===== src/rtl/swm_pkg.sv =====
// Shared constants, types and state codes of the sliding window mean block.
package swm_pkg;

   localparam int MAX_WINDOW   = 64;
   localparam int SAMPLE_BITS  = 32;
   localparam int WINDOW_BITS  = 7;
   localparam int SLOT_BITS    = $clog2(MAX_WINDOW);
   localparam int COUNT_BITS   = $clog2(MAX_WINDOW + 1);
   localparam int SUM_BITS     = SAMPLE_BITS + $clog2(MAX_WINDOW);
   localparam int DIV_STEPS    = SUM_BITS;
   localparam int STEP_BITS    = $clog2(DIV_STEPS);
   localparam int QUEUE_DEPTH  = 2;
   localparam int QPTR_BITS    = (QUEUE_DEPTH > 1) ? $clog2(QUEUE_DEPTH) : 1;
   localparam int QLEVEL_BITS  = $clog2(QUEUE_DEPTH + 1);
   localparam int RSP_BITS     = ((SAMPLE_BITS + COUNT_BITS + 7) / 8) * 8;

   localparam int CSR_ADDR_BITS = 3;
   localparam int CSR_DATA_BITS = 32;
   localparam logic [CSR_ADDR_BITS-3:0] REG_WINDOW_LENGTH = '0;
   localparam logic [WINDOW_BITS-1:0]   WINDOW_RESET      = WINDOW_BITS'(50);

   // sum and count handed from the window update to the divider
   typedef struct packed {
      logic signed [SUM_BITS-1:0] sum;
      logic [COUNT_BITS-1:0]      count;
   } job_type;

   typedef enum logic [2:0] {
      F_IDLE = 3'b001,
      F_READ = 3'b010,
      F_SUM  = 3'b100
   } front_state_type;

   typedef enum logic [2:0] {
      B_IDLE = 3'b001,
      B_DIV  = 3'b010,
      B_DONE = 3'b100
   } back_state_type;

endpackage


===== src/rtl/sliding_window_mean.sv =====
// Top level of the sliding window mean: register port, front end, queue, divider.
//
// Moving average over the most recent window_length samples (1..64).
// req_*: one signed 32-bit sample per word. rsp_*: one word per sample with
// the mean (sum over held samples divided by their count, truncated toward
// zero) and the number of samples currently held.
// csr_*: APB-style port, window_length at byte address 0; write it while idle.
// A zero length acts as 1, a length above 64 as 64.
// From sample accept to rsp_tvalid a word passes the front end (store read,
// sum update), then the queue, then the divider (38 quotient bits plus the
// output load).
// The word rate is set by the bit-serial divider, which resolves one quotient
// bit of the 38-bit sum per cycle.
// The front end takes a new word after pushing the last into the two-entry queue.
// Reset (synchronous) empties the window, zeroes the sum and restores the
// length to 50; the sample store itself is not cleared.
// A stalled receiver holds the result in the output register; the divider
// still finishes the next word and the front end keeps filling the queue.
module sliding_window_mean import swm_pkg::*; (
   input  logic                     clock,
   input  logic                     reset,
   input  logic                     req_tvalid,
   output logic                     req_tready,
   input  logic [SAMPLE_BITS-1:0]   req_tdata,    // [31:0] sample
   output logic                     rsp_tvalid,
   input  logic                     rsp_tready,
   output logic [RSP_BITS-1:0]      rsp_tdata,    // [31:0] mean, [38:32] samples_held
   input  logic                     csr_psel,
   input  logic                     csr_penable,
   input  logic                     csr_pwrite,
   input  logic [CSR_ADDR_BITS-1:0] csr_paddr,
   input  logic [CSR_DATA_BITS-1:0] csr_pwdata,
   output logic [CSR_DATA_BITS-1:0] csr_prdata,
   output logic                     csr_pready
);

   logic [WINDOW_BITS-1:0] window_ff;
   logic [COUNT_BITS-1:0]  eff_length;
   logic                   reg_hit;
   logic                   push, pop, queue_full, queue_empty;
   job_type                push_job, pop_job;

   // register decode on word address
   assign csr_pready = 1'b1;
   assign reg_hit    = (csr_paddr[CSR_ADDR_BITS-1:2] == REG_WINDOW_LENGTH);

   always_ff @(posedge clock) begin
      if (reset) begin
         window_ff <= WINDOW_RESET;
      end else if (csr_psel && csr_penable && csr_pwrite && csr_pready && reg_hit) begin
         window_ff <= csr_pwdata[WINDOW_BITS-1:0];
      end
   end

   assign csr_prdata = reg_hit ? CSR_DATA_BITS'(window_ff) : '0;

   // clamp the programmed length into 1..MAX_WINDOW
   always_comb begin
      if (window_ff == '0) begin
         eff_length = COUNT_BITS'(1);
      end else if (32'(window_ff) > MAX_WINDOW) begin
         eff_length = COUNT_BITS'(MAX_WINDOW);
      end else begin
         eff_length = COUNT_BITS'(window_ff);
      end
   end

   swm_front u_front (
      .clock      (clock),
      .reset      (reset),
      .req_tvalid (req_tvalid),
      .req_tready (req_tready),
      .req_tdata  (req_tdata),
      .eff_length (eff_length),
      .push       (push),
      .push_job   (push_job),
      .queue_full (queue_full)
   );

   swm_queue u_queue (
      .clock    (clock),
      .reset    (reset),
      .push     (push),
      .push_job (push_job),
      .full     (queue_full),
      .pop      (pop),
      .pop_job  (pop_job),
      .empty    (queue_empty)
   );

   swm_divider u_divider (
      .clock      (clock),
      .reset      (reset),
      .pop_job    (pop_job),
      .empty      (queue_empty),
      .pop        (pop),
      .rsp_tvalid (rsp_tvalid),
      .rsp_tready (rsp_tready),
      .rsp_tdata  (rsp_tdata)
   );

endmodule


===== src/rtl/swm_front.sv =====
// Front end: accepts samples, updates the ring store and the running sum.
module swm_front import swm_pkg::*; (
   input  logic                   clock,
   input  logic                   reset,
   input  logic                   req_tvalid,
   output logic                   req_tready,
   input  logic [SAMPLE_BITS-1:0] req_tdata,     // [31:0] sample
   input  logic [COUNT_BITS-1:0]  eff_length,
   output logic                   push,
   output job_type                push_job,
   input  logic                   queue_full
);

   front_state_type              state_ff, state_in;
   logic signed [SAMPLE_BITS-1:0] sample_ff;
   logic signed [SAMPLE_BITS-1:0] old_ff;
   logic signed [SUM_BITS-1:0]    sum_ff, sum_in;
   logic [SLOT_BITS-1:0]          slot_ff;
   logic [SLOT_BITS-1:0]          rd_addr_ff;
   logic [COUNT_BITS-1:0]         fill_ff;
   logic                          evict_ff;
   logic [SLOT_BITS-1:0]          oldest;
   logic                          accept;

   logic signed [SAMPLE_BITS-1:0] store_mem [MAX_WINDOW];

   assign req_tready = (state_ff == F_IDLE);
   assign accept     = req_tvalid && req_tready;

   // oldest sample sits fill_ff slots behind the write slot
   always_comb begin
      if (COUNT_BITS'(slot_ff) >= fill_ff) begin
         oldest = SLOT_BITS'(COUNT_BITS'(slot_ff) - fill_ff);
      end else begin
         oldest = SLOT_BITS'(COUNT_BITS'(slot_ff) + COUNT_BITS'(MAX_WINDOW) - fill_ff);
      end
   end

   always_comb begin
      sum_in = sum_ff + SUM_BITS'(sample_ff);
      if (evict_ff) begin
         sum_in = sum_in - SUM_BITS'(old_ff);
      end
   end

   always_comb begin
      state_in = state_ff;
      unique case (state_ff)
         F_IDLE: if (accept) state_in = F_READ;
         F_READ: state_in = F_SUM;
         F_SUM:  if (!queue_full) state_in = F_IDLE;
         default: state_in = F_IDLE;
      endcase
   end

   assign push           = (state_ff == F_SUM) && !queue_full;
   assign push_job.sum   = sum_in;
   assign push_job.count = fill_ff;

   always_ff @(posedge clock) begin
      if (reset) begin
         state_ff <= F_IDLE;
         slot_ff  <= '0;
         fill_ff  <= '0;
         sum_ff   <= '0;
         evict_ff <= 1'b0;
      end else begin
         state_ff <= state_in;
         if (accept) begin
            evict_ff <= (fill_ff >= eff_length);
            if (fill_ff < eff_length) begin
               fill_ff <= fill_ff + COUNT_BITS'(1);
            end
         end
         if (state_ff == F_READ) begin
            if (slot_ff == SLOT_BITS'(MAX_WINDOW - 1)) begin
               slot_ff <= '0;
            end else begin
               slot_ff <= slot_ff + SLOT_BITS'(1);
            end
         end
         if (push) begin
            sum_ff <= sum_in;
         end
      end
   end

   always_ff @(posedge clock) begin
      if (accept) begin
         sample_ff  <= req_tdata;
         rd_addr_ff <= oldest;
      end
   end

   // read-first store: with 64 samples held the evicted slot is the one written
   always_ff @(posedge clock) begin
      if (state_ff == F_READ) begin
         old_ff             <= store_mem[rd_addr_ff];
         store_mem[slot_ff] <= sample_ff;
      end
   end

endmodule


===== src/rtl/swm_queue.sv =====
// Short job queue between the window update and the divider.
module swm_queue import swm_pkg::*; (
   input  logic    clock,
   input  logic    reset,
   input  logic    push,
   input  job_type push_job,
   output logic    full,
   input  logic    pop,
   output job_type pop_job,
   output logic    empty
);

   job_type                q_mem [QUEUE_DEPTH];
   logic [QPTR_BITS-1:0]   wr_ptr_ff, rd_ptr_ff;
   logic [QLEVEL_BITS-1:0] level_ff;

   assign full    = (level_ff == QLEVEL_BITS'(QUEUE_DEPTH));
   assign empty   = (level_ff == '0);
   assign pop_job = q_mem[rd_ptr_ff];

   always_ff @(posedge clock) begin
      if (reset) begin
         wr_ptr_ff <= '0;
         rd_ptr_ff <= '0;
         level_ff  <= '0;
      end else begin
         if (push) begin
            wr_ptr_ff <= (wr_ptr_ff == QPTR_BITS'(QUEUE_DEPTH - 1)) ? '0
                         : wr_ptr_ff + QPTR_BITS'(1);
         end
         if (pop) begin
            rd_ptr_ff <= (rd_ptr_ff == QPTR_BITS'(QUEUE_DEPTH - 1)) ? '0
                         : rd_ptr_ff + QPTR_BITS'(1);
         end
         if (push && !pop) begin
            level_ff <= level_ff + QLEVEL_BITS'(1);
         end else if (pop && !push) begin
            level_ff <= level_ff - QLEVEL_BITS'(1);
         end
      end
   end

   always_ff @(posedge clock) begin
      if (push) begin
         q_mem[wr_ptr_ff] <= push_job;
      end
   end

endmodule


===== src/rtl/swm_divider.sv =====
// Back end: one bit per cycle signed division of the sum by the count.
module swm_divider import swm_pkg::*; (
   input  logic                clock,
   input  logic                reset,
   input  job_type             pop_job,
   input  logic                empty,
   output logic                pop,
   output logic                rsp_tvalid,
   input  logic                rsp_tready,
   output logic [RSP_BITS-1:0] rsp_tdata      // [31:0] mean, [38:32] samples_held
);

   back_state_type         state_ff, state_in;
   logic [SUM_BITS-1:0]    quo_ff, quo_in;
   logic [COUNT_BITS-1:0]  rem_ff, rem_in;
   logic [COUNT_BITS-1:0]  div_ff;
   logic [STEP_BITS-1:0]   step_ff;
   logic                   neg_ff;
   logic                   valid_ff;
   logic [SAMPLE_BITS-1:0] mean_ff;
   logic [COUNT_BITS-1:0]  held_ff;
   logic [COUNT_BITS:0]    trial;
   logic                   ge;
   logic                   load;
   logic [SAMPLE_BITS-1:0] quo_low;

   assign pop  = (state_ff == B_IDLE) && !empty;
   assign load = (state_ff == B_DONE) && (!valid_ff || rsp_tready);

   // restoring step: remainder stays below the divisor
   always_comb begin
      trial  = {rem_ff, quo_ff[SUM_BITS-1]};
      ge     = (trial >= {1'b0, div_ff});
      rem_in = ge ? COUNT_BITS'(trial - {1'b0, div_ff}) : COUNT_BITS'(trial);
      quo_in = {quo_ff[SUM_BITS-2:0], ge};
   end

   assign quo_low = quo_ff[SAMPLE_BITS-1:0];

   always_comb begin
      state_in = state_ff;
      unique case (state_ff)
         B_IDLE: if (pop) state_in = B_DIV;
         B_DIV:  if (step_ff == STEP_BITS'(DIV_STEPS - 1)) state_in = B_DONE;
         B_DONE: if (load) state_in = B_IDLE;
         default: state_in = B_IDLE;
      endcase
   end

   always_ff @(posedge clock) begin
      if (reset) begin
         state_ff <= B_IDLE;
         valid_ff <= 1'b0;
      end else begin
         state_ff <= state_in;
         if (load) begin
            valid_ff <= 1'b1;
         end else if (rsp_tready) begin
            valid_ff <= 1'b0;
         end
      end
   end

   always_ff @(posedge clock) begin
      if (pop) begin
         neg_ff  <= pop_job.sum[SUM_BITS-1];
         quo_ff  <= pop_job.sum[SUM_BITS-1] ? SUM_BITS'(-pop_job.sum) : pop_job.sum;
         div_ff  <= pop_job.count;
         rem_ff  <= '0;
         step_ff <= '0;
      end else if (state_ff == B_DIV) begin
         quo_ff  <= quo_in;
         rem_ff  <= rem_in;
         step_ff <= step_ff + STEP_BITS'(1);
      end
      // output word changes only when the output register is loaded
      if (load) begin
         mean_ff <= neg_ff ? SAMPLE_BITS'(-quo_low) : quo_low;
         held_ff <= div_ff;
      end
   end

   assign rsp_tvalid = valid_ff;
   assign rsp_tdata  = RSP_BITS'({held_ff, mean_ff});

endmodule

===== config.mk =====
export PLATFORM = sky130hd
export DESIGN_NAME = sliding_window_mean
export DESIGN_NICKNAME = d
export VERILOG_FILES = /design/src/rtl/swm_pkg.sv /design/src/rtl/sliding_window_mean.sv /design/src/rtl/swm_front.sv /design/src/rtl/swm_queue.sv /design/src/rtl/swm_divider.sv
export SDC_FILE = /design/constraint.sdc
export NUM_CORES = 2
export LEC_CHECK = 0
export BUFFER_PORTS_ARGS = -buffer_cell sky130_fd_sc_hd__buf_2
export CAP_MARGIN = 20
export CORE_AREA = 2 2 589 591
export DETAILED_ROUTE_END_ITERATION = 7
export DIE_AREA = 0 0 591 593
export GPL_ROUTABILITY_DRIVEN = 0
export SLEW_MARGIN = 10
export SYNTH_ARGS = -nofsm -noshare
export SYNTH_HDL_FRONTEND = slang
export SYNTH_SLANG_ARGS = --single-unit
export TNS_END_PERCENT = 30

===== constraint.sdc =====
create_clock -name clock -period 6 [get_ports clock]
set_input_delay 0.3 -clock clock [delete_from_list [all_inputs] [get_ports clock]]
set_output_delay 0.3 -clock clock [all_outputs]
set_load 0.01 [all_outputs]

Word level (Yosys, flattened, before mapping)
Memory sizes are Yosys's and may differ from the RTL's. A register that Yosys moved wholly into a read port is not among the register bits.
Index checks and enable logic that the tools add are counted.
{ "totals": {"reg_bits": 206, "mem_bits_rw": 2138, "in_bits": 74, "output_inout_bits": 75, "mem_count": 2} }
{ "memory_table": {"columns": ["memory", "words", "word_bits", "rd", "rd_clocked_by_memory_dff", "write_ports", "line_no", "source"], "rows": [
  ["u_front.store_mem", 64, 32, 1, 1, 1, "swm_front.sv:25", "logic signed [SAMPLE_BITS-1:0] store_mem [MAX_WINDOW];"],
  ["u_queue.q_mem", 2, 45, 1, 1, 1, "swm_queue.sv:13", "job_type q_mem [QUEUE_DEPTH];"]
]} }
{ "classes": {"add_sub_neg": 15, "order_cmp": 5, "n_eq_ne": 14, "n_mux": 30, "n_bitwise": 1, "reduce_logical": 23} }
{ "op_table": {"columns": ["cell", "count"], "rows": [
  ["$mux 38", 4],
  ["$add 38x32->38", 1],
  ["$neg 38->38", 1],
  ["$sub 38x32->38", 1],
  ["$mux 32", 1],
  ["$neg 32->32", 1],
  ["$mux 7", 4],
  ["$add 6x1->6 const B", 3],
  ["$pmux 3 s3", 2],
  ["$mux 3", 5],
  ["$eq 6x6->1 const B", 2],
  ["$mux 6", 2],
  ["$sub 6x6->6", 2],
  ["$mux 1", 10],
  ["$logic_and 1x1->1", 9],
  ["$ge 8x7->1", 1],
  ["$add 7x1->7 const B", 1],
  ["$ge 6x7->1", 1],
  ["$ge 7x7->1", 1],
  ["$gt 7x7->1 const B", 1],
  ["$logic_not 7->1", 1],
  ["$lt 7x7->1", 1],
  ["$sub 7x7->7", 1],
  ["$eq 3x1->1 const B", 2],
  ["16 further kinds", 30]
]} }

Logic depth before layout (Yosys ltp)
{ "logic_depth": {"ltp_word": 7, "mapped_depth": 24} }

Cells and area by module
A second synthesis with hierarchy kept.
{ "hier_totals": {"cells_unflattened": 4790, "area_unflattened_um2": 96453.8} }
{ "by_module_without_submodules": {"columns": ["module", "instances", "cells_each", "area_per_inst_um2", "seq_area_each_um2"], "rows": [
  ["swm_front", 1, 4021, 86813.3, 64702.1],
  ["swm_divider", 1, 532, 5537.8, 2892.8],
  ["swm_queue", 1, 162, 3467.1, 2802.7],
  ["sliding_window_mean", 1, 75, 635.6, 140.1]
]} }

Worst setup path before layout
OpenSTA, ideal clock, no wires.
{ "synth_path": {"path_kind": "register to register", "from": "register u_front.sample_ff[0]", "to": "register u_front.sum_ff[37]", "arrival_time_ns": 5.988, "path_slack_ns": -0.083, "stages_incl_launch_ff": 25, "path_buffers": 0, "cell_sequence": "edfxtp_1 > ha_1 > inv_1 > fa_1 > nand2b_1 > a211oi_4 > o21a_1 > a31oi_1 > o21ai_0 > nand3_1 > and2_1 > o21ai_0 > xor2_1 > ha_1 > a21o_1 > a21o_1 > a221oi_1 > o21ai_0 > a31oi_1 > o41ai_2 > a311o_1 > a21oi_1 > nor3b_1 > or4_1 > o311ai_1"} }
{ "synth_via": {"elab_chain_cells": 3} }
{ "synth_lines": {"columns": ["element", "line_no", "source"], "rows": [
  ["start: declaration", "swm_front.sv:15", "logic signed [SAMPLE_BITS-1:0] sample_ff;"],
  ["start signal: assignment", "swm_front.sv:90", "sample_ff <= req_tdata;"],
  ["$add 38x32->38 *", "swm_front.sv:40", "sum_in = sum_ff + SUM_BITS'(sample_ff);"],
  ["$sub 38x32->38", "swm_front.sv:42", "sum_in = sum_in - SUM_BITS'(old_ff);"],
  ["$mux 38 *", "swm_front.sv:41", "if (evict_ff) begin"],
  ["end signal: assignment", "swm_front.sv:83", "sum_ff <= sum_in;"],
  ["end: declaration", "swm_front.sv:17", "logic signed [SUM_BITS-1:0] sum_ff, sum_in;"]
]} }
Every way passes the cells marked *; elsewhere a longest branch is shown, timed or not.
A chain may end at the register's enable or synchronous reset.

==> results_dict.tcl <==
set metrics [dict create \
    outcome "complete, no violations" \
    clkTransAtPathRegs_ns 0.06 \
    area_delta_synth_final_pct 15.98 \
    dieArea_um2 350500 \
    synth_cells 4756 \
    dr_total_vias 48640 \
    ant_nets 0 \
    relSlewSlack 0.1646 \
    firstDrtPassIters 5 \
    setup_viol 0 \
    yosysMostFrequentCell "edfxtp_1" \
    io_pins 149 \
    ys_ff_latch 2377 \
    antenna_found_initial 26 \
    layout-drive-gt1-share 0.2698 \
    synth.avg_cell_area_um2 20.20 \
    portBuffers 94 \
    synth_commonest_cells "2293 x edfxtp_1, 666 x mux4_2, 204 x nor2_1, 177 x nand2_1, 142 x clkbuf_1" \
    yosys.area.top_type "edfxtp_1" \
    fp.dieH_um 593 \
    die_x_um 591 \
    drtIter0Drc 6446 \
    fin_crit_sh 0.9470 \
    post-route-min-period_ns 5.682 \
    core.rowCount 216 \
    synth_top_area_frac 0.7166 \
    start_util 0.2789 \
    drv_cap 0 \
    place_ws_ns 0.4327 \
    fin_setup_tns_ns 0 \
    fmax_ghz 0.1760 \
    worstSetupEndpointType "flip-flop" \
    clockRootBuffer "clkbuf_16" \
    viasPerCell 4.929 \
    final_hold_viol_count 0 \
    tightest_slew_ns 1.243 \
    post_cts_buffers 0 \
    powerDensity_nw_per_um2 337.7 \
    drcViolationCount 0 \
    arrival_ns 6.38 \
    grt_pass1_vias 48210 \
    worstSetupStartpointType "flip-flop" \
    core_um2 344600 \
    synth_area_leaders "edfxtp_1 72%, mux4_2 16%, dfxtp_1 1.8%, ha_1 1.3%, xnor2_1 0.91%" \
    wl_per_cell_um 25.05 \
    synth_cell_type_count 84 \
    dp_hpwl_um 149400 \
    slew_violations 0 \
    synth_flop_cell "edfxtp_1" \
    worstSetupPathType "flip-flop to flip-flop" \
    cts_num_sinks 2377 \
    peakVddDrop_mv 0.2536 \
    grt_pass1_wl_um 352000 \
    wl_um 247200 \
    power_leakage_nw 34.88 \
    synth_seq_area_share 0.7341 \
    synth_edf_count 2293 \
    cts_tree "done" \
    cts_made_buffers 235 \
    gr-total-overflow 0 \
    critPathMaxFanout 20 \
    required_ns 6.69 \
    clkLatencyLatePin_ns 0.93 \
    post-route-util 0.3234 \
    timing.final.ws_setup_ns 0.3182 \
    synth_area_um2 96090 \
    synth-async-reset-ratio 0 \
    grt_max_degree 100 \
    power_mw 37.63 \
    nNetsFinal 5272 \
    fin_skew_ns 0.1427 \
    rsz0062_at_grt "false" \
    cts_buffer_depth 4 \
    min_path_type "input port to flip-flop" \
    yosysWarnings 0 \
    cts_htree_levels 4 \
    grt_usage 0.1377 \
]
[cells by family (layout without fill, tap and decap cells)]
| kind of cell | count (synthesis) | in the layout | synth area share |
|---|---|---|---|
| flops | 2377 | 2377 | 0.7341 |
| other cells | 2 | 36 | 0.00007816 |
| simple gates | 585 | 585 | 0.02787 |
| buf+inv | 340 | 841 | 0.01457 |
| fa+ha+maj | 104 | 104 | 0.01385 |
| compound gates | 434 | 434 | 0.02908 |
| xor+xnor | 154 | 154 | 0.01404 |
| mux | 760 | 760 | 0.1664 |
[final cells by class]
cell class | count | area, µm²
clock inverters | 123 | 1251
repair buffers | 328 | 2587
flip-flops and latches | 2377 | 70540
multi-input cells | 2064 | 24760
well taps | 4578 | 5728
inverters | 88 | 330.3
diodes | 9 | 22.52
clock buffers | 302 | 6225
fillers | 32510 | 233100
[sequential cells by signal (all words and copies together), names as in the netlist, 6 cells and up, named ones only]
signal,flops
u_front.sample_ff,32
u_divider.rem_ff,7
u_front.sum_ff,38
u_queue.q_mem,90
u_front.rd_addr_ff,6
u_divider.div_ff,7
u_divider.held_ff,7
window_ff,7
u_front.store_mem,2048
u_divider.step_ff,6
u_divider.mean_ff,32
u_divider.quo_ff,38
u_front.fill_ff,7
u_front.slot_ff,6
u_front.old_ff,32
[path summary, 6_finish.rpt]
path | start | endpoint | slack [ns] | depth (start not counted)
worst min register to register | u_front.sum_ff[4]$_SDFFE_PP0P_ | u_front.sum_ff[4]$_SDFFE_PP0P_ | 0.47 | 2
worst max-delay path | u_front.sample_ff[1]$_DFFE_PP_ | u_front.sum_ff[31]$_SDFFE_PP0P_ | 0.32 | 23
worst min-delay path | req_tdata[31] | u_front.sample_ff[31]$_DFFE_PP_ | 0.09 | 2
worst max register to register | u_front.sample_ff[1]$_DFFE_PP_ | u_front.sum_ff[31]$_SDFFE_PP0P_ | 0.32 | 23
[what timing repair did]
item	CTS	global route
resized for setup	0	3
hold buffers	41	0
endpoints found under the setup margin	0	5
hold endpoints to repair	44	0
[critical path: stages, from the launching register on]
cell and delay, ns:
edfxtp_1 0.37, buf_12 0.18, inv_1 0.08, fa_1 0.42
nand2b_1 0.22, a211oi_4 0.30, buf_4 0.17, o2111ai_4 0.17
a2111oi_4 0.53, o21ai_4 0.09, buf_4 0.16, a2bb2oi_4 0.19
and2_1 0.18, ha_1 0.38, a21o_1 0.22, a21o_1 0.17
a21oi_1 0.21, a21boi_0 0.26, o21ai_0 0.10, a21oi_1 0.30
nor3_1 0.11, mux2i_1 0.16, o221ai_1 0.22, o21a_1 0.23
[per-stage QoR]
stage / hold slack (ns) / instances / area (µm²)
final: 0.08960 / 9869 / 111400
after global routing: 0.06192 / 9860 / 111400
after CTS: 0.03184 / 9859 / 111400
after detailed placement: 0.4577 / 9393 / 103500
after global placement: 0.4349 / 9392 / 103500
after floorplan: 0.3989 / 4781 / 96190
[routing by layer]
metal	global-route usage	up-vias	routed length, µm
li1	-	20190	-
met1	0.2077	26070	110400
met2	0.2057	2081	109500
met3	0.02796	301	23290
met4	0.02609	4	4051
met5	0	-	26
[power by group]
group          internal [mW]  switching [mW]
combinational           1.78            2.37
clock                   8.25            6.22
sequential              18.7           0.330
[layout by cell type (no fill, tap or decap), types with 65 or more instances in the layout]
master / netlist / layout
edfxtp_1: 2293 / 2293
mux4_2: 666 / 666
clkbuf_16: 0 / 237
nand2_1: 177 / 177
buf_4: 27 / 172
nor2_1: 204 / 140
o21ai_0: 133 / 131
a21oi_1: 121 / 121
xnor2_1: 100 / 100
ha_1: 100 / 99
buf_2: 17 / 94
inv_1: 87 / 86
dfxtp_1: 84 / 83
nor2_4: 1 / 65
Power figures use the tool's default switching activity.
